==> config.mk <==
export PLATFORM = sky130hd
export DESIGN_NAME = bbe_hist_ram
export DESIGN_NICKNAME = d
export VERILOG_FILES = /design/src/sv/bbe_pkg.sv /design/src/sv/bbe_hist_ram.sv
export SDC_FILE = /design/constraint.sdc
export NUM_CORES = 2
export LEC_CHECK = 0
export ABC_AREA = 1
export BUFFER_PORTS_ARGS = -buffer_cell sky130_fd_sc_hd__clkbuf_2
export CAP_MARGIN = 20
export CORE_MARGIN = 5
export CORE_UTILIZATION = 57
export DETAILED_ROUTE_END_ITERATION = 6
export GPL_TIMING_DRIVEN = 1
export PLACE_DENSITY_LB_ADDON = 0.15
export SETUP_SLACK_MARGIN = 0.1
export SLEW_MARGIN = 5
export SYNTH_ARGS = -nofsm -noshare
export SYNTH_HDL_FRONTEND = slang
export SYNTH_SLANG_ARGS = --single-unit
==> constraint.sdc <==
create_clock -name clk_i -period 2.4 [get_ports clk_i]
set_input_delay 0.72 -clock clk_i [delete_from_list [all_inputs] [get_ports clk_i]]
set_output_delay 0.72 -clock clk_i [all_outputs]
set_load 0.02 [all_outputs]
==> src/sv/bbe_pkg.sv <==
`timescale 1ns / 1ps
// ----------------------------------------------------------------------------
// bbe_pkg
// Shared types and constants for the byte block entropy engine.
// ----------------------------------------------------------------------------
package bbe_pkg;

  // default block capacity in bytes
  localparam int MAX_BLOCK_BYTES_DEF = 4096;
  // histogram size
  localparam int NUM_BINS = 256;
  localparam int BIN_AW = 8;
  // log2 format: integer part and fraction bits
  localparam int LOG_INT_W = 5;
  localparam int FRAC_W = 32;
  localparam int LOG_W = LOG_INT_W + FRAC_W;
  // quotient bits of the final division
  localparam int QUOT_W = 18;
  // result saturation
  localparam logic [15:0] H_MAX_Q12 = 16'd32768;

  typedef struct packed {
    logic [7:0] byte_value;
    logic       last_byte;
  } in_item_t;

  typedef struct packed {
    logic [15:0] entropy_q12;
    logic [12:0] byte_count;
    logic        overflow;
  } out_item_t;

endpackage

==> src/sv/bbe_hist_ram.sv <==
`timescale 1ns / 1ps
// ----------------------------------------------------------------------------
// bbe_hist_ram
// Histogram memory: one write port, one read port with registered data.
// ----------------------------------------------------------------------------
module bbe_hist_ram #(
  parameter int DW = 13
) (
  input  logic                      clk_i,
  input  logic                      we_i,
  input  logic [bbe_pkg::BIN_AW-1:0] waddr_i,
  input  logic [DW-1:0]             wdata_i,
  input  logic [bbe_pkg::BIN_AW-1:0] raddr_i,
  output logic [DW-1:0]             rdata_o
);

  logic [DW-1:0] mem [bbe_pkg::NUM_BINS];

  // write port
  always_ff @(posedge clk_i) begin
    if (we_i) begin
      mem[waddr_i] <= wdata_i;
    end
  end

  // registered read port
  always_ff @(posedge clk_i) begin
    rdata_o <= mem[raddr_i];
  end

endmodule

==> results.cfg <==
[status]
outcome = complete, but fails checks
failed_checks = DRC

[die]
core_region_area_um2 = 235000
num_rows = 178
die_area_um2 = 246000
die_x_um = 496
die_h_um = 496
start_util_pct = 57.3
io-pin-count = 44

[critical_path]
crit_end = rdata_o[7]
critPathLaunch = raddr_i[1]
r2r_cells = 11
end_kind = register
rrSetupSlack_ns = 0.32
crit_required_ns = 3.26
cp_data_arrival_time_ns = 3.24
rr_startpoint = mem[228][7]
r2r_end = rdata_o[7]
path_max_fanout = 37
start_kind = primary input
crit_type = in -> reg

[timing]
clock-skew-final_ns = 0.0367
slew_headroom_pct = 45.9
tns_ns = 0
fmax_mhz = 421
maxSlewViolCount = 0
min_period_ns = 2.38
period_share_pct = 99.0
grt_setup_unrepaired = true
hold_viol = 0
setup_viol = 0
worstMarginPinSlew_ns = 0.811

[power_and_ir_drop]
clockPowerShare_pct = 40.8
seq_power_share_pct = 52.1
swShare_pct = 22.5
p_per_area_nw_per_um2 = 784
finalPower_mw = 124
power.switching_mw = 27.9
p_leak_nw = 56.6
intPower_mw = 95.9
share_comb_of_total_power_pct = 7.1
peakVddDrop_v = 0.000945

[clocking]
cts.sinks = 3341
clockBufferDepth = 4
clk_latency_ns = 0.98
cts_root_buffer = clkbuf_16
cts.reportedPaths.clkPinSlew_ns = 0.06
cts_tree = yes
cts_max_level = 5
cts_made_buffers = 348

[final_layout]
final_nets = 11836
drive_gt1_share_pct = 13.1
final_common_cell = nand2_1
mostFrequentLayoutCells = nand2_1 (3,414), edfxtp_1 (3,328), nand3_1 (3,267), buf_4 (703), clkbuf_16 (357)
area_delta_synth_final_pct = 17.1
fin_area_um2 = 158000

[min_path]
worstHoldPathType = in -> reg

[synthesis]
ys.warnings.count = 0
ys_seq_elements = 3341
synth.distinct_cells = 15
synth_nets = 11167
postSynthCellCount = 11136
syn_area_um2 = 135000
ys_seq_area_share_pct = 74.4
synth.avg_cell_area_um2 = 12.1

[drt]
wl_um = 400000
ant_nets = 0
avgViaCountPerCell = 6.13
vias = 93207
drtIter0Drc = 12494
drc = 1
wl_per_cell_um = 26.3
drt_pass1_iterations = 7

[grt]
grt_overflow_total = 0
antenna_found_initial = 20
top_usage_layer = met2
gr-usage-met2_pct = 49.2
grt_util_all_layers_pct = 32.3
grt_max_degree = 85
grt_pass1_vias = 88046
use_met1_pct = 45.7
grt_pass1_wl_um = 584000
met3_usage_pct = 6.84

[place]
placement.io_buffers = 43
dpl_cell_area_um2 = 147000
dp_hpwl_um = 250000
gp_congestion = 0.932

[job]
cap_violations = 0
==> cells in the mapped netlist, drive strengths merged <==
library cell | count | area, um2
buf | 613 | 3450
clkbuf | 153 | 574
clkinv | 2 | 7.51
dfxtp | 13 | 260
edfxtp | 3328 | 99900
inv | 37 | 141
nand2 | 3428 | 12900
nand3 | 3279 | 16400
nor2 | 283 | 1060
==> power groups by stage <==
stage,sequential [mW],combinational (mW),clock (mW)
finish,64.4,8.85,50.5
global route,64.4,9.34,53.4
CTS,64.4,8.68,50.9
detailed placement,65.7,8.57,0
global placement,65.7,8.47,0
floorplan,65.6,3.95,0
==> logic make-up (layout without fill, tap and decap cells) <==
logic type | count (synthesis) | after routing | synth area share [%]
and+or+nand+nor | 6990 | 6990 | 22.5
DFF | 3341 | 3341 | 74.4
buffers and inverters | 805 | 1712 | 3.10
other | 0 | 10 | 0
==> sequential cells by signal, summed over array words and instances, names as in the netlist <==
register / count
mem: 3328
rdata_o: 13
==> routing by layer <==
metal	part of all wire (%)	vias up
met5	0.0060	-
met4	4.6	6
met3	11	884
met2	46	5591
met1	38	45633
li1	-	41093
==> through the flow <==
| stage | utilization [%] | setup WS (ns) | cells | hold WS (ns) |
|---|---|---|---|---|
| after floorplan | - | -0.0303 | 11136 | 0.819 |
| after global placement | 62.5 | -0.965 | 14605 | 0.949 |
| after detailed placement | 62.5 | -0.955 | 14605 | 0.961 |
| after CTS | 67.1 | -0.0476 | 15193 | 0.0231 |
| after global routing | 67.1 | 0.0260 | 15197 | 0.0335 |
| final | 67.1 | 0.0245 | 15203 | 0.0583 |
==> how the worst min path moves through the flow <==
| stage | slack [ns] | start | to | cells after the start |
|---|---|---|---|---|
| after floorplan | 0.82 | wdata_i[0] | mem[0][0] | 0 |
| after global placement | 0.95 | mem[26][2] | rdata_o[2] | 10 |
| final | 0.06 | wdata_i[5] | mem[75][5] | 1 |
| after CTS | 0.02 | wdata_i[5] | mem[74][5] | 1 |
| after detailed placement | 0.96 | mem[24][2] | rdata_o[2] | 10 |
| after global routing | 0.03 | wdata_i[5] | mem[75][5] | 1 |
==> layout make-up <==
type | count | area (um2)
Tap cell | 3150 | 3940
Fill cell | 16807 | 77400
Inverter | 39 | 188
Timing Repair Buffer | 1085 | 12600
Multi-Input combinational cell | 6990 | 30400
Antenna cell | 10 | 25.0
Clock inverter | 159 | 1240
Clock buffer | 429 | 9170
Sequential cell | 3341 | 100000
==> repair_timing <==
item,in CTS,in global routing
resized for setup,56,20
endpoints found under the hold margin,0,0
hold buffers,0,0
endpoints found under the setup margin,16,16
setup buffers,0,0
==> worst max-delay path: stages <==
cell     delay [ns]
buf_8          0.17
inv_8          0.23
buf_12         0.29
buf_4          0.24
nand3_1        0.10
nand3_1        0.09
nand3_1        0.11
nand3_1        0.25
nand3_1        0.43
nand3_1        0.18
nand2_1        0.09
buf_4          0.15
nand2_1        0.06
nand2_1        0.06
No activity file was read; power rests on OpenSTA's default activity.
