<file path="src/sv/bbe_pkg.sv">
`timescale 1ns / 1ps
// ----------------------------------------------------------------------------
// bbe_pkg
// Shared types and constants for the byte block entropy engine.
// ----------------------------------------------------------------------------
package bbe_pkg;

  // default block capacity in bytes
  localparam int MAX_BLOCK_BYTES_DEF = 4096;
  // histogram size
  localparam int NUM_BINS = 256;
  localparam int BIN_AW = 8;
  // log2 format: integer part and fraction bits
  localparam int LOG_INT_W = 5;
  localparam int FRAC_W = 32;
  localparam int LOG_W = LOG_INT_W + FRAC_W;
  // quotient bits of the final division
  localparam int QUOT_W = 18;
  // result saturation
  localparam logic [15:0] H_MAX_Q12 = 16'd32768;

  typedef struct packed {
    logic [7:0] byte_value;
    logic       last_byte;
  } in_item_t;

  typedef struct packed {
    logic [15:0] entropy_q12;
    logic [12:0] byte_count;
    logic        overflow;
  } out_item_t;

endpackage

</file>
<file path="src/sv/bbe_log2.sv">
`timescale 1ns / 1ps
// ----------------------------------------------------------------------------
// bbe_log2
// Iterative log2 in Q.32: leading one gives the integer part, then one
// fraction bit per cycle by squaring the mantissa.
// ----------------------------------------------------------------------------
module bbe_log2 #(
  parameter int CW = 13
) (
  input  logic                          clk_i,
  input  logic                          rst_ni,
  input  logic                          start_i,
  input  logic [CW-1:0]                 x_i,
  output logic                          done_o,
  output logic [bbe_pkg::LOG_INT_W-1:0] exp_o,
  output logic [bbe_pkg::FRAC_W-1:0]    frac_o
);

  logic                          run_q, run_d;
  logic [5:0]                    step_q, step_d;
  logic                          done_q, done_d;
  logic [31:0]                   m_q, m_d;
  logic [bbe_pkg::FRAC_W-1:0]    frac_q, frac_d;
  logic [bbe_pkg::LOG_INT_W-1:0] exp_q, exp_d;
  logic [bbe_pkg::LOG_INT_W-1:0] lead;
  logic [63:0]                   sq;
  logic [32:0]                   sq_s;

  // leading one position
  always_comb begin
    lead = '0;
    for (int i = 0; i < CW; i++) begin
      if (x_i[i]) begin
        lead = bbe_pkg::LOG_INT_W'(i);
      end
    end
  end

  // one squaring step
  assign sq   = 64'(m_q) * 64'(m_q);
  assign sq_s = sq[63:31];

  always_comb begin
    run_d  = run_q;
    step_d = step_q;
    done_d = 1'b0;
    m_d    = m_q;
    frac_d = frac_q;
    exp_d  = exp_q;
    if (start_i) begin
      run_d  = 1'b1;
      step_d = '0;
      exp_d  = lead;
      frac_d = '0;
      m_d    = 32'(x_i) << (5'd31 - 5'(lead));
    end else if (run_q) begin
      frac_d = {frac_q[bbe_pkg::FRAC_W-2:0], sq_s[32]};
      m_d    = sq_s[32] ? sq_s[32:1] : sq_s[31:0];
      step_d = step_q + 6'd1;
      if (step_q == 6'(bbe_pkg::FRAC_W - 1)) begin
        run_d  = 1'b0;
        done_d = 1'b1;
      end
    end
  end

  // control registers
  always_ff @(posedge clk_i or negedge rst_ni) begin
    if (!rst_ni) begin
      run_q  <= 1'b0;
      done_q <= 1'b0;
      step_q <= '0;
    end else begin
      run_q  <= run_d;
      done_q <= done_d;
      step_q <= step_d;
    end
  end

  // datapath registers
  always_ff @(posedge clk_i) begin
    m_q    <= m_d;
    frac_q <= frac_d;
    exp_q  <= exp_d;
  end

  assign done_o = done_q;
  assign exp_o  = exp_q;
  assign frac_o = frac_q;

endmodule

</file>
<file path="config.mk">
export PLATFORM = sky130hd
export DESIGN_NAME = bbe_log2
export DESIGN_NICKNAME = d
export VERILOG_FILES = /design/src/sv/bbe_pkg.sv /design/src/sv/bbe_log2.sv
export SDC_FILE = /design/constraint.sdc
export NUM_CORES = 2
export LEC_CHECK = 0
export ABC_AREA = 1
export BUFFER_PORTS_ARGS = -buffer_cell sky130_fd_sc_hd__buf_2
export CAP_MARGIN = 10
export CELL_PAD_IN_SITES_DETAIL_PLACEMENT = 1
export CELL_PAD_IN_SITES_GLOBAL_PLACEMENT = 1
export CORE_MARGIN = 4
export CORE_UTILIZATION = 45
export CTS_CLUSTER_SIZE = 12
export DETAILED_ROUTE_END_ITERATION = 8
export MAX_ROUTING_LAYER = met4
export PLACE_DENSITY_LB_ADDON = 0.1
export SLEW_MARGIN = 10
export SYNTH_ARGS = -nofsm -noshare
export SYNTH_HDL_FRONTEND = slang
export SYNTH_SLANG_ARGS = --single-unit
</file>
<file path="constraint.sdc">
create_clock -name clk_i -period 16.2 [get_ports clk_i]
set_input_delay 4.86 -clock clk_i [delete_from_list [all_inputs] [get_ports clk_i]]
set_output_delay 4.86 -clock clk_i [all_outputs]
set_load 0.05 [all_outputs]
</file>
==> reports/qor.csv <==
stage,metric,value,unit
clocking,clock_tree.buffer_depth,2,
worst_setup_path,rr_worst_depth,28,
global_routing,first_global_vias,29200,
routing,drc_errors,0,
clocking,clockRootBuffer,clkbuf_16,
synthesis,ys.flop_type,edfxtp_1,
timing,rsz0062_at_grt,false,
routing,vias,25900,
synthesis,synth_common_cells,"1360 x inv_1, 874 x nand2_1, 791 x fa_1",
worst_setup_path,path_class,register to register,
worst_hold_path,hold_start,frac_o[17],
worst_setup_path,rr_endpoint,m_q[28],
clocking,cts_tree,built,
timing,tightest_slew,1.07,ns
clocking,cts_resized,0,
global_routing,grt_pass1_wl,165000,um
global_routing,overflow,0,
worst_setup_path,slowest_delay,0.64,ns
worst_setup_path,end_kind,register,
clocking,cts_sinks,76,
routing,ant_nets,0,
clocking,clk_pin_slew,0.07,ns
synthesis,syn_avg_cell_area,8.07,um2
floorplan,io_pins,54,
worst_setup_path,critPathMaxFanout,31,
timing,fin_crit_sh,51.5,%
floorplan,die_area,80600,um2
synthesis,synthCells,4246,
timing,finalMaxSlewViolations,0,
worst_hold_path,hold_path_depth,2,
finish,drive_above_1_share,3.70,%
clocking,clk_latency,0.36,ns
synthesis,synth-edff-count,36,
synthesis,synth_cell_type_count,46,
worst_setup_path,crit_top_cell,fa_1,
timing,fin_worst_skew,0.00824,ns
run_status,status,finished clean,
worst_setup_path,startpoint_type,register,
timing,relSlewSlack,28.4,%
synthesis,syn-cell-area,34300,um2
clocking,numCtsBuffers,9,
timing,setup_viol,0,
worst_setup_path,cp.arrival,8.46,ns
timing,setup_tns,0,ns
clocking,holdBufCountCts,0,
synthesis,yosysMostFrequentCell,inv_1,
synthesis,ys_top_cells_by_area,"fa_1 46%, inv_1 15%, ha_1 11%, nand2_1 9.6%, edfxtp_1 3.2%",
clocking,cts_setup_buffers,0,
placement,gp_congestion,0.929,
floorplan,die_x,284,um
synthesis,synth_top_area_cell,fa_1,
placement,port_buffers,52,
finish,nNetsFinal,5320,
routing,drtPass1Iterations,5,
routing,routedWlPerCell,19.5,um
synthesis,syn_nets,5351,
finish,area_growth,4.40,%
synthesis,yosys_register_bits,76,
timing,final_hold_viol_count,0,
global_routing,antenna_found_initial,1,
floorplan,rows,100,
worst_setup_path,r2r_start,m_q[15],
worst_setup_path,crit_required,16.31,ns
timing,max_freq,0.120,GHz
routing,wirelength,101000,um
routing,drt_iter0_drc,1286,
flow_run,maxCapViolCount,0,
global_routing,grt_max_degree,65,
worst_hold_path,hp-class,register to register,
worst_setup_path,r2r_slack,7.85,ns
finish,antennaDiodeCount,0,
worst_setup_path,cpMaxStageDelayCell,edfxtp_1,
worst_hold_path,whs_endpoint,frac_o[17],
routing,routed_via_density,4.98,
floorplan,die_height,284,um
placement,dpl.hpwl,83600,um
timing,period_minus_slack,8.35,ns
synthesis,async_flop_share,10.5,%
synthesis,yosys_warnings,0,
floorplan,start_util,45.7,%
clocking,cts_max_level,3,
synthesis,ys_seq_area_share,5.61,%
global_routing,grt_usage,26.8,%
floorplan,core_area,74900,um2
finish,num-fill-cells,9182,
synthesis,netlist.area_leader.share,46.2,%
-- per-stage QoR --
stage | area, um2 | utilization (%) | instances | setup slack [ns] | hold slack (ns)
final | 35800 | 47.7 | 5189 | 7.85 | 0.491
after global routing | 35800 | 47.7 | 5189 | 7.39 | 0.521
after CTS | 35800 | 47.7 | 5189 | 7.85 | 0.495
after detailed placement | 35500 | 47.3 | 5173 | 7.85 | 0.479
after global placement | 35500 | 47.3 | 5173 | 7.99 | 0.480
after floorplan | 34300 | - | 4246 | 8.98 | 0.476
-- layout make-up --
class | count | area [um2] | area share [%]
clock buffers | 10 | 250 | 0.700
clock inverters | 6 | 57.6 | 0.161
inverters | 1371 | 5150 | 14.4
multi-input cells | 2670 | 26700 | 74.5
flip-flops and latches | 76 | 1920 | 5.37
well taps | 969 | 1210 | 3.39
repair buffers | 87 | 523 | 1.46
-- worst max path at each step --
stage                     slack (ns)  cells past startpoint    start      end
after floorplan                 8.98                     31   m_q[2]  m_q[30]
after detailed placement        7.85                     28  m_q[15]  m_q[28]
after global routing            7.39                     28  m_q[12]  m_q[28]
after CTS                       7.85                     28  m_q[14]  m_q[28]
final                           7.85                     28  m_q[15]  m_q[28]
after global placement          7.99                     28  m_q[14]  m_q[26]
-- sequential cells by signal, summed over array words and instances (netlist names) --
| signal | count |
|---|---|
| m_q | 32 |
| step_q | 6 |
| frac_o | 32 |
| run_q | 1 |
| exp_o | 4 |
| done_o | 1 |
-- cell usage in the layout (no fill, tap or decap), drive strengths merged, types with 9 or more instances in the layout --
cell,n
o22ai,31
o21bai,21
dfxtp,32
o21ai,60
inv,1376
nor2,218
nand2,887
fa,791
clkbuf,10
xor2,42
nand4,9
ha,298
a21oi,99
xnor2,20
nand3,142
buf,87
edfxtp,36
-- metal layers --
layer,track usage [%],part of all wire [%],vias up
li1,-,-,12000
met1,37.4,47,13300
met2,45.3,49,436
met3,1.60,3.3,52
met4,2.65,0.83,0
met5,-,0,-
-- critical path, delay by kind of cell (launching register included) --
| kind | cells | cell delay (ns) |
|---|---|---|
| adders and majority gates | 9 | 4.39 |
| and+or+nand+nor | 9 | 1.45 |
| AOI/OAI and AO/OA | 3 | 0.64 |
| buffers and inverters | 7 | 0.91 |
| DFF | 1 | 0.64 |
-- cell families (layout without fill, tap and decap cells) --
logic type	count (synthesis)	after routing	synth area share (%)
compound gates	235	235	3.93
xor+xnor	62	62	1.61
fa+ha+maj	1089	1089	57.1
buf+inv	1500	1474	16.6
flops	76	76	5.61
other cells	1	1	0.0109
simple gates	1283	1283	15.2
Power is not shown: default switching activity piles up to over one toggle a cycle in this logic, so the estimate is an artifact.
