[config.mk]
export PLATFORM = sky130hd
export DESIGN_NAME = bbe_div
export DESIGN_NICKNAME = d
export VERILOG_FILES = /design/src/sv/bbe_pkg.sv /design/src/sv/bbe_div.sv
export SDC_FILE = /design/constraint.sdc
export NUM_CORES = 1
export LEC_CHECK = 0
export ABC_AREA = 1
export BUFFER_PORTS_ARGS = -buffer_cell sky130_fd_sc_hd__buf_2
export CORE_AREA = 2 2 129 194
export CTS_CLUSTER_DIAMETER = 60
export DETAILED_ROUTE_END_ITERATION = 10
export DIE_AREA = 0 0 131 196
export PLACE_DENSITY_LB_ADDON = 0.25
export SLEW_MARGIN = 20
export SYNTH_ARGS = -nofsm -noshare
export SYNTH_HDL_FRONTEND = slang
export SYNTH_SLANG_ARGS = --single-unit
export TNS_END_PERCENT = 30
[constraint.sdc]
create_clock -name clk_i -period 4.2 [get_ports clk_i]
set_input_delay 0.42 -clock clk_i [delete_from_list [all_inputs] [get_ports clk_i]]
set_output_delay 0.42 -clock clk_i [all_outputs]
set_load 0.02 [all_outputs]
[src/sv/bbe_pkg.sv]
`timescale 1ns / 1ps
// ----------------------------------------------------------------------------
// bbe_pkg
// Shared types and constants for the byte block entropy engine.
// ----------------------------------------------------------------------------
package bbe_pkg;

  // default block capacity in bytes
  localparam int MAX_BLOCK_BYTES_DEF = 4096;
  // histogram size
  localparam int NUM_BINS = 256;
  localparam int BIN_AW = 8;
  // log2 format: integer part and fraction bits
  localparam int LOG_INT_W = 5;
  localparam int FRAC_W = 32;
  localparam int LOG_W = LOG_INT_W + FRAC_W;
  // quotient bits of the final division
  localparam int QUOT_W = 18;
  // result saturation
  localparam logic [15:0] H_MAX_Q12 = 16'd32768;

  typedef struct packed {
    logic [7:0] byte_value;
    logic       last_byte;
  } in_item_t;

  typedef struct packed {
    logic [15:0] entropy_q12;
    logic [12:0] byte_count;
    logic        overflow;
  } out_item_t;

endpackage

[src/sv/bbe_div.sv]
`timescale 1ns / 1ps
// ----------------------------------------------------------------------------
// bbe_div
// Restoring divider, one quotient bit per cycle, fixed quotient width.
// ----------------------------------------------------------------------------
module bbe_div #(
  parameter int XW = 51,
  parameter int DW = 33
) (
  input  logic                       clk_i,
  input  logic                       rst_ni,
  input  logic                       start_i,
  input  logic [XW-1:0]              num_i,
  input  logic [DW-1:0]              den_i,
  output logic                       done_o,
  output logic [bbe_pkg::QUOT_W-1:0] quot_o
);

  logic                       run_q, run_d;
  logic                       done_q, done_d;
  logic [4:0]                 step_q, step_d;
  logic [XW-1:0]              rem_q, rem_d;
  logic [XW-1:0]              dsh_q, dsh_d;
  logic [bbe_pkg::QUOT_W-1:0] quot_q, quot_d;
  logic                       ge;

  assign ge = (rem_q >= dsh_q);

  always_comb begin
    run_d  = run_q;
    done_d = 1'b0;
    step_d = step_q;
    rem_d  = rem_q;
    dsh_d  = dsh_q;
    quot_d = quot_q;
    if (start_i) begin
      run_d  = 1'b1;
      step_d = '0;
      rem_d  = num_i;
      dsh_d  = XW'(den_i) << (bbe_pkg::QUOT_W - 1);
      quot_d = '0;
    end else if (run_q) begin
      if (ge) begin
        rem_d = rem_q - dsh_q;
      end
      quot_d = {quot_q[bbe_pkg::QUOT_W-2:0], ge};
      dsh_d  = dsh_q >> 1;
      step_d = step_q + 5'd1;
      if (step_q == 5'(bbe_pkg::QUOT_W - 1)) begin
        run_d  = 1'b0;
        done_d = 1'b1;
      end
    end
  end

  always_ff @(posedge clk_i or negedge rst_ni) begin
    if (!rst_ni) begin
      run_q  <= 1'b0;
      done_q <= 1'b0;
      step_q <= '0;
    end else begin
      run_q  <= run_d;
      done_q <= done_d;
      step_q <= step_d;
    end
  end

  always_ff @(posedge clk_i) begin
    rem_q  <= rem_d;
    dsh_q  <= dsh_d;
    quot_q <= quot_d;
  end

  assign done_o = done_q;
  assign quot_o = quot_q;

endmodule

==> flow_metrics.env, run 1 <==
export IMPL_hold_viol=0
export IMPL_seq_area_frac_synth_pct=36.02
export IMPL_path_clk_slew_ns=0.07
export IMPL_grt_max_degree=59
export IMPL_io_buffer_count=105
export IMPL_worstMarginPinSlew_ns=1.004
export IMPL_worstHoldPathType="input pin to flop"
export IMPL_cts_root_buf="clkbuf_16"
export IMPL_first_global_vias=8866
export IMPL_postRouteAntennaNets=0
export IMPL_yosysTopAreaCell="edfxtp_1"
export IMPL_cts_buffer_depth=2
export IMPL_p_sw_mw=3.744
export IMPL_required_ns=4.31
export IMPL_timing_fmax_ghz=0.3443
export IMPL_dp_slack_ns=1.317
export IMPL_insertion_delay_ns=0.43
export IMPL_pwr_share_seq_pct=23.7
export IMPL_drc=0
export IMPL_routed_via_count=8933
export IMPL_power_frac_clock_pct=18.4
export IMPL_swShare_pct=48.50
export IMPL_first_iter_violations=446
export IMPL_grt_pass1_wl_um=45640
export IMPL_diodes=0
export IMPL_yosysUniqueCellTypes=37
export IMPL_finalInstanceArea_mm2=0.01090
export IMPL_cp_end_kind="flop"
export IMPL_fill_cells=2563
export IMPL_io_pins=106
export IMPL_postPlaceCellArea_mm2=0.01032
export IMPL_die_height_um=196
export IMPL_regArea_mm2=0.003398
export IMPL_synth_top_area_share_pct=26.73
export IMPL_num_rows=70
export IMPL_track_usage_pct=23.53
export IMPL_slew_headroom_pct=32.97
export IMPL_multi_input_area_mm2=0.004840
export IMPL_worstSetupPathType="flop to flop"
export IMPL_wl_um=29570
export IMPL_peakVddDrop_uv=314.2
export IMPL_synth_edf_count=84
export IMPL_syn_nets=1577
export IMPL_cts_sinks=126
export IMPL_start_util_pct=39.17
export IMPL_tns_ns=0
export IMPL_core_area_mm2=0.02409
export IMPL_period_minus_slack_ns=2.904
export IMPL_synthCells=1437
export IMPL_cap_viol_max_count=0
export IMPL_ctsHoldBuffers=1
export IMPL_setup_viol=0
export IMPL_hpwl_um=23820
export IMPL_cellLeakagePower_nw=5.769
export IMPL_die_x_um=131
export IMPL_p_comb_share_pct=57.9
export IMPL_via_per_inst=4.754
export IMPL_nNetsFinal=1682
export IMPL_yosys_warnings=0
export IMPL_drive_gt1_share_pct=12.41
export IMPL_synthArstFlopShare_pct=5.556
export IMPL_syn_mean_instance_area_um2=6.566
export IMPL_syn_area_mm2=0.009435
export IMPL_wl_per_cell_um=15.74
export IMPL_cts_resized=0
export IMPL_skew_ns=0.01020
export IMPL_rsz0062_at_grt="no"
export IMPL_p_int_mw=3.975
export IMPL_syn_to_final_growth_pct=15.52
export IMPL_cts_tree="built"
export IMPL_setup_slack_ns=1.296
export IMPL_post_cts_buffers=0
export IMPL_fin_crit_sh_pct=69.15
export IMPL_cp_data_arrival_time_ns=3.02
export IMPL_slew_viol_final=0
export IMPL_startpoint_type="flop"
export IMPL_dieArea_mm2=0.02568
export IMPL_ys_top_cells_by_area="edfxtp_1 (27%), nand2_1 (22%), inv_1 (11%)"
export IMPL_gp_congestion=0.9819
export IMPL_synth_seq_cells=126
export IMPL_crit_fanout=37
export IMPL_grt_ovfl_total=0
export IMPL_antenna_found_initial=0
export IMPL_cts_buffers_inserted=17
export IMPL_ys_flop_type="edfxtp_1"
export IMPL_htreeDepth=4
export IMPL_outcome="complete, no violations"
export IMPL_p_per_area_mw_per_mm2=708.3
export IMPL_drtPass1Iterations=5
## power groups by stage
| stage | Combinational [mW] | Sequential [mW] | Clock, mW |
|---|---|---|---|
| floorplan | 3.18 | 1.85 | 0 |
| detailed placement | 4.45 | 1.86 | 0 |
| global placement | 4.43 | 1.84 | 0 |
| global route | 5.04 | 1.86 | 1.50 |
| CTS | 4.48 | 1.83 | 1.45 |
| finish | 4.47 | 1.83 | 1.42 |
## stage by stage
step                      power (mW)  util [%]  hold slack (ns)  std cells
after floorplan                5.029         -           0.1244       1437
after global placement         6.273     42.87           0.2702       1846
after detailed placement       6.308     42.87           0.2753       1846
after CTS                      7.760     45.25           0.2409       1879
after global routing           8.396     45.25           0.2532       1879
final                          7.719     45.25           0.2567       1879
## path summary, 6_finish.rpt
| path | startpoint | endpoint | slack (ns) | cells after the start |
|---|---|---|---|---|
| worst min register to register | step_q[4] | step_q[4] | 0.47 | 1 |
| min in group asynchronous | rst_ni | run_q | 0.36 | 2 |
| worst max-delay path | dsh_q[42] | rem_q[47] | 1.30 | 13 |
| worst min-delay path | num_i[6] | rem_q[6] | 0.26 | 3 |
| worst max register to register | dsh_q[42] | rem_q[47] | 1.30 | 13 |
| max in group asynchronous | rst_ni | step_q[3] | 3.66 | 2 |
## cell families (layout without fill, tap and decap cells)
family          Yosys count  count (layout)  synth area share, %
simple gates            775             775                34.12
buf+inv                 319             437                12.72
compound gates          148             148                8.553
flops                   126             126                36.02
fa+ha+maj                53              53                7.108
xor+xnor                 16              16                1.485
## worst max-delay path, stage by stage, from the launching register on
cell and delay [ns]:
edfxtp_1 0.34, inv_1 0.06, ha_1 0.38, nand2_1 0.07, inv_1 0.09, nand2_1 0.10, nor3_1 0.22, nand2_1 0.16
nor2_1 0.13, nand4_1 0.11, nand3_1 0.14, nand2_1 0.08, nand2_2 0.36, buf_12 0.31
## cell type report
class                   instances  area share (%)
multi-input cells             992           44.40
inverters                     294           10.13
well taps                     324           3.719
repair buffers                111           5.395
flip-flops and latches        126           31.18
clock buffers                  19           4.259
clock inverters                13          0.9184
## per-layer routing
| metal | global-route usage, % | vias to the layer above | routed length, um |
|---|---|---|---|
| met4 | 10.24 | 0 | 1146 |
| li1 | - | 4705 | - |
| met3 | 3.600 | 52 | 816 |
| met5 | 0 | - | 0 |
| met2 | 44.27 | 169 | 15760 |
| met1 | 25.31 | 4007 | 11850 |
## synthesized netlist by cell type (2+ instances only)
cell and count:
dfrtp_1 7, inv_1 283, o22ai_1 32, nand2_1 549, dfxtp_1 35, a21oi_1 48, xor2_1 6, or2_2 6
ha_1 52, edfxtp_1 84, nor2_2 14, or2_1 4, nand3_1 85, nor3_1 15, nand3b_1 3, o21bai_1 7
clkbuf_1 22, nor2_1 64, inv_2 8, nand4_1 10, o21ai_0 52, nand2_2 13, xnor2_1 10, o21ai_1 5
nand3_2 3, clkinv_1 3, buf_2 2, nor3_2 4, a21o_1 2, nor4_1 2
## cells in the final DEF (no fill, tap or decap), drive strengths merged, types with 10 or more instances in the layout
cell,Yosys,final
nand2,562,562
a21oi,48,48
o21ai,57,57
inv,291,300
edfxtp,84,84
nor2,78,78
o22ai,32,32
buf,3,110
ha,52,52
or2,11,11
nand3,88,88
xnor2,10,10
nand4,10,10
clkbuf,22,19
nor3,19,19
dfxtp,35,35
## sequential cells by signal, indices dropped and copies added, names as in the netlist
name and flops:
rem_q 51, dsh_q 50, quot_o 18, step_q 5, done_o 1, run_q 1
Note: power is estimated with default switching activity, not from simulation.
==> run 2, diff against run 1 <==
==> constraint.sdc (replaced) <==
create_clock -name clk_i -period 2.9 [get_ports clk_i]
set_input_delay 0.29 -clock clk_i [delete_from_list [all_inputs] [get_ports clk_i]]
set_output_delay 0.29 -clock clk_i [all_outputs]
set_load 0.02 [all_outputs]
==> run 2 against run 1 <==
Compared with the run above: via count grew 0.24%; sequential share of layout area shrank 0.15 points; hold slack lost 0.14 ns; flip-flop and latch count is the same; critical path type unchanged; largest power group unchanged; highest routed layer unchanged.
==> flow_metrics.env, run 2 (same netlist as run 1, synthesis figures left out) <==
export IMPL_wl_um=29130
export IMPL_fill_cells=2577
export IMPL_cp_data_arrival_time_ns=2.76
export IMPL_worstSetupPathType="flop to flop"
export IMPL_crit_fanout=51
export IMPL_wl_per_cell_um=15.48
export IMPL_start_util_pct=39.17
export IMPL_r2r_slack_ns=0.25
export IMPL_cts_root_buf="clkbuf_16"
export IMPL_timing_fmax_ghz=0.3780
export IMPL_hpwl_um=23450
export IMPL_cp_startpoint="rem_q[14]"
export IMPL_io_pins=106
export IMPL_grt_use_met2_pct=44.39
export IMPL_layout_common_cells="nand2_1 (548), inv_1 (282), buf_2 (104)"
export IMPL_setup_viol=0
export IMPL_cts_sinks=126
export IMPL_worstHoldPathType="input pin to flop"
export IMPL_grt_use_met1_pct=26.16
export IMPL_regMostFlops="rem_q"
export IMPL_fin_crit_sh_pct=91.22
export IMPL_worstMarginPinSlew_ns=0.8463
export IMPL_cts_tree="built"
export IMPL_gr_usage_met3_pct=3.163
export IMPL_cts_resized=0
export IMPL_total_power_mw=11.29
export IMPL_antenna_found_initial=0
export IMPL_grt_pass1_wl_um=45630
export IMPL_diodes=0
export IMPL_tns_ns=0
export IMPL_first_global_vias=8916
export IMPL_cp_end_kind="flop"
export IMPL_die_x_um=131
export IMPL_skew_ns=0.01188
export IMPL_cts_buffer_depth=2
export IMPL_postRouteAntennaNets=0
export IMPL_htreeDepth=4
export IMPL_slew_viol_final=0
export IMPL_nNetsFinal=1684
export IMPL_post_cts_buffers=0
export IMPL_drive_gt1_share_pct=12.52
export IMPL_grt_most_used_layer="met2"
export IMPL_cellLeakagePower_nw=5.793
export IMPL_syn_to_final_growth_pct=16.07
export IMPL_die_height_um=196
export IMPL_slew_headroom_pct=43.50
export IMPL_rsz0062_at_grt="no"
export IMPL_grt_ovfl_total=0
export IMPL_io_buffer_count=105
export IMPL_r2r_end="rem_q[5]"
export IMPL_path_clk_slew_ns=0.06
export IMPL_final_common_cell="nand2_1"
export IMPL_dieArea_mm2=0.02568
export IMPL_hold_viol=0
export IMPL_p_per_area_mw_per_mm2=1031
export IMPL_cts_buffers_inserted=17
export IMPL_reg2reg_from="rem_q[14]"
export IMPL_cap_viol_max_count=0
export IMPL_track_usage_pct=23.52
export IMPL_routed_via_count=8954
export IMPL_period_minus_slack_ns=2.646
export IMPL_r2r_cells=12
export IMPL_insertion_delay_ns=0.45
export IMPL_required_ns=3.01
export IMPL_drtPass1Iterations=5
export IMPL_core_area_mm2=0.02409
export IMPL_peakVddDrop_uv=489.8
export IMPL_num_rows=70
export IMPL_startpoint_type="flop"
export IMPL_drc=0
export IMPL_grt_max_degree=77
export IMPL_gp_congestion=0.9680
export IMPL_ctsHoldBuffers=1
export IMPL_worstSetupEndpoint="rem_q[5]"
export IMPL_via_per_inst=4.760
export IMPL_outcome="complete, no violations"
export IMPL_largest_register_ffs=51
export IMPL_first_iter_violations=443
==> run 2: per-stage QoR <==
stage	setup slack (ns)	std cells	util [%]	hold WS [ns]	cell area, um^2
finish	0.2545	1881	45.47	0.1166	10950
global route	0.004784	1881	45.47	0.1262	10950
CTS	0.2467	1881	45.47	0.1093	10950
detailed placement	0.2689	1848	42.98	0.1376	10350
global placement	0.2934	1848	42.98	0.1387	10350
floorplan	0.3447	1437	-	-0.005591	9438
==> run 2: routing by layer <==
| layer | wire length (um) | vias up |
|---|---|---|
| met2 | 15730 | 155 |
| li1 | - | 4697 |
| met3 | 843 | 37 |
| met5 | 0 | - |
| met4 | 811 | 0 |
| met1 | 11750 | 4065 |
==> run 2: critical path: stages, from the launching register on <==
cell      delay [ns]
edfxtp_1        0.38
ha_1            0.37
nand2_1         0.13
nor2_2          0.19
nand2_1         0.12
clkinv_1        0.09
nand4_1         0.09
nand3_1         0.21
nand3_1         0.11
nand3_1         0.13
nand2_1         0.07
nand2_2         0.09
buf_12          0.28
==> run 2: worst min path at each step <==
stage | start | slack (ns) | depth (start not counted) | to
2_1_floorplan | rst_ni | -0.006 | 0 | done_o
3_3_place_gp | rst_ni | 0.14 | 1 | done_o
3_5_place_dp | rst_ni | 0.14 | 1 | done_o
4_1_cts | num_i[3] | 0.11 | 3 | rem_q[3]
5_1_grt | num_i[3] | 0.13 | 3 | rem_q[3]
6_report | num_i[3] | 0.12 | 3 | rem_q[3]
==> run 2: where the power goes <==
part / internal, mW / switching [mW]
Clock: 1.23 / 0.925
Combinational: 2.07 / 4.40
Sequential: 2.51 / 0.150
Total: 5.81 / 5.48
==> run 2: cell type report <==
type | count | area (um^2) | share of cell area, %
sequential | 126 | 3398 | 31.03
timing repair buffer | 113 | 615.6 | 5.621
multi-input combinational | 992 | 4840 | 44.19
tap | 324 | 405.4 | 3.702
clock inverter | 13 | 113.9 | 1.040
inverter | 294 | 1104 | 10.08
clock buffer | 19 | 475.5 | 4.341
==> run 3, diff against run 2 <==
--- a/config.mk
+++ b/config.mk
@@ -12,6 +12,7 @@
 export DETAILED_ROUTE_END_ITERATION = 10
 export DIE_AREA = 0 0 131 196
 export PLACE_DENSITY_LB_ADDON = 0.25
+export SETUP_SLACK_MARGIN = 0.5
 export SLEW_MARGIN = 20
 export SYNTH_ARGS = -nofsm -noshare
 export SYNTH_HDL_FRONTEND = slang
==> run 3 against run 2 <==
Compared with the run above: final area is 9.9% higher; flip-flop and latch count unchanged; final cell count grew 1.5%; clock power fell by 5%; largest cell class unchanged; highest routed layer unchanged.
==> flow_metrics.env, run 3 (same netlist as run 1, synthesis figures left out) <==
export IMPL_final_common_cell="nand2_1"
export IMPL_nNetsFinal=1713
export IMPL_num_rows=70
export IMPL_period_minus_slack_ns=2.428
export IMPL_dp_cells=1848
export IMPL_cts_tree="built"
export IMPL_postPlaceCellArea_mm2=0.01036
export IMPL_cp_data_arrival_time_ns=2.62
export IMPL_required_ns=3.09
export IMPL_timing_fmax_ghz=0.4119
export IMPL_htreeDepth=4
export IMPL_wl_per_cell_um=15.55
export IMPL_p_comb_share_pct=61.5
export IMPL_fin_hold_ws_ns=0.1158
export IMPL_pwr_share_seq_pct=22.2
export IMPL_finalInstanceArea_mm2=0.01204
export IMPL_layout_common_cells="nand2_1 (510), inv_1 (259), buf_2 (104)"
export IMPL_dp_slack_ns=0.2270
export IMPL_insertion_delay_ns=0.44
export IMPL_io_buffer_count=105
export IMPL_fin_cells=1910
export IMPL_wl_um=29710
export IMPL_grt_max_degree=100
export IMPL_setup_slack_ns=0.4724
export IMPL_cellLeakagePower_nw=6.079
export IMPL_io_pins=106
export IMPL_syn_to_final_growth_pct=27.56
export IMPL_drive_gt1_share_pct=22.32
export IMPL_drc=0
export IMPL_core_area_mm2=0.02409
export IMPL_cts_buffers_inserted=17
export IMPL_p_sw_mw=5.999
export IMPL_start_util_pct=39.17
export IMPL_skew_ns=0.01175
export IMPL_fin_crit_sh_pct=83.71
export IMPL_diodes=0
export IMPL_routed_via_count=9162
export IMPL_grt_pass1_wl_um=45950
export IMPL_gp_congestion=0.9787
export IMPL_p_per_area_mw_per_mm2=1051
export IMPL_reg2reg_from="rem_q[0]"
export IMPL_die_x_um=131
export IMPL_worstSetupPathType="flop to flop"
export IMPL_hold_depth=3
export IMPL_via_per_inst=4.797
export IMPL_postRouteAntennaNets=0
export IMPL_hold_viol=0
export IMPL_cap_viol_max_count=0
export IMPL_r2r_cells=14
export IMPL_largest_register_ffs=51
export IMPL_power_frac_clock_pct=16.2
export IMPL_first_iter_violations=506
export IMPL_antenna_found_initial=0
export IMPL_cp_end_kind="flop"
export IMPL_tns_ns=0
export IMPL_cts_sinks=126
export IMPL_outcome="complete, no violations"
export IMPL_dieArea_mm2=0.02568
export IMPL_slew_viol_final=0
export IMPL_drtPass1Iterations=5
export IMPL_cts_root_buf="clkbuf_16"
export IMPL_swShare_pct=47.41
export IMPL_worstMarginPinSlew_ns=0.9722
export IMPL_rsz0062_at_grt="yes"
export IMPL_worstSetupEndpoint="rem_q[40]"
export IMPL_regMostFlops="rem_q"
export IMPL_r2r_end="rem_q[40]"
export IMPL_cts_buffer_depth=2
export IMPL_hpwl_um=23130
export IMPL_crit_fanout=5
export IMPL_first_global_vias=8936
export IMPL_startpoint_type="flop"
export IMPL_die_height_um=196
export IMPL_slew_headroom_pct=35.19
export IMPL_r2r_slack_ns=0.47
export IMPL_grt_ovfl_total=0
export IMPL_path_clk_slew_ns=0.06
export IMPL_worstHoldPathType="input pin to flop"
export IMPL_track_usage_pct=23.63
export IMPL_peakVddDrop_uv=466.5
export IMPL_fill_cells=2478
export IMPL_hp_start="den_i[32]"
export IMPL_p_int_mw=6.653
export IMPL_setup_viol=0
export IMPL_cp_startpoint="rem_q[0]"
==> run 3: cell types whose count changed in the layout (fill, tap and decap cells not counted), sizes merged <==
cell    previous run  this run
clkinv             5         3
buf              112       140
inv              302       305
==> run 3: repair_timing <==
action / in CTS / in global routing
setup buffers: 5 / 22
hold endpoints to repair: 7 / 0
pin swaps: 7 / 47
hold buffers: 1 / 0
resized for setup: 58 / 108
gates cloned: 1 / 1
endpoints found under the setup margin: 59 / 114
==> run 3: through the flow <==
| step | power, mW | util [%] |
|---|---|---|
| CTS | 11.89 | 47.52 |
| floorplan | 7.282 | - |
| finish | 12.65 | 49.97 |
| global placement | 9.045 | 43.00 |
| global route | 13.70 | 49.97 |
| detailed placement | 9.096 | 43.00 |
==> run 3: power groups by stage <==
stage               Sequential (mW)  Clock [mW]  Combinational [mW]
finish                         2.81        2.05                7.78
global route                   2.85        2.17                8.68
CTS                            2.77        2.09                7.02
detailed placement             2.69           0                6.40
global placement               2.67           0                6.37
floorplan                      2.67           0                4.61
==> run 3: final cells by class <==
type	count	area, um^2	share of cell area, %
tap	324	405.4	3.368
timing repair buffer	142	903.4	7.506
sequential	126	3398	28.24
clock inverter	14	117.6	0.9772
inverter	294	1111	9.232
multi-input combinational	992	5660	47.03
clock buffer	18	439.2	3.649
==> run 3: worst min path at each step <==
stage,end
floorplan,done_o
global placement,done_o
detailed placement,done_o
CTS,dsh_q[49]
global route,rem_q[1]
finish,dsh_q[49]
==> run 3: per-layer routing <==
metal,wire [um],share of wire [%],up-vias,global-route usage (%)
li1,-,-,4760,-
met1,11750,40,4190,26.15
met2,16050,54,170,44.67
met3,923,3.1,42,3.382
met4,974,3.3,0,8.511
met5,0,0,-,0
==> run 3: worst max-delay path, stage by stage (launching register included) <==
cell	delay (ns)
edfxtp_1	0.36
inv_1	0.07
ha_1	0.13
inv_1	0.09
fa_2	0.38
nand2_1	0.10
nand3_1	0.09
nand3_1	0.09
nand2_2	0.13
nand3_1	0.10
nand3b_1	0.22
nand2_2	0.19
nand3_1	0.08
nand3_1	0.09
nand2_1	0.05
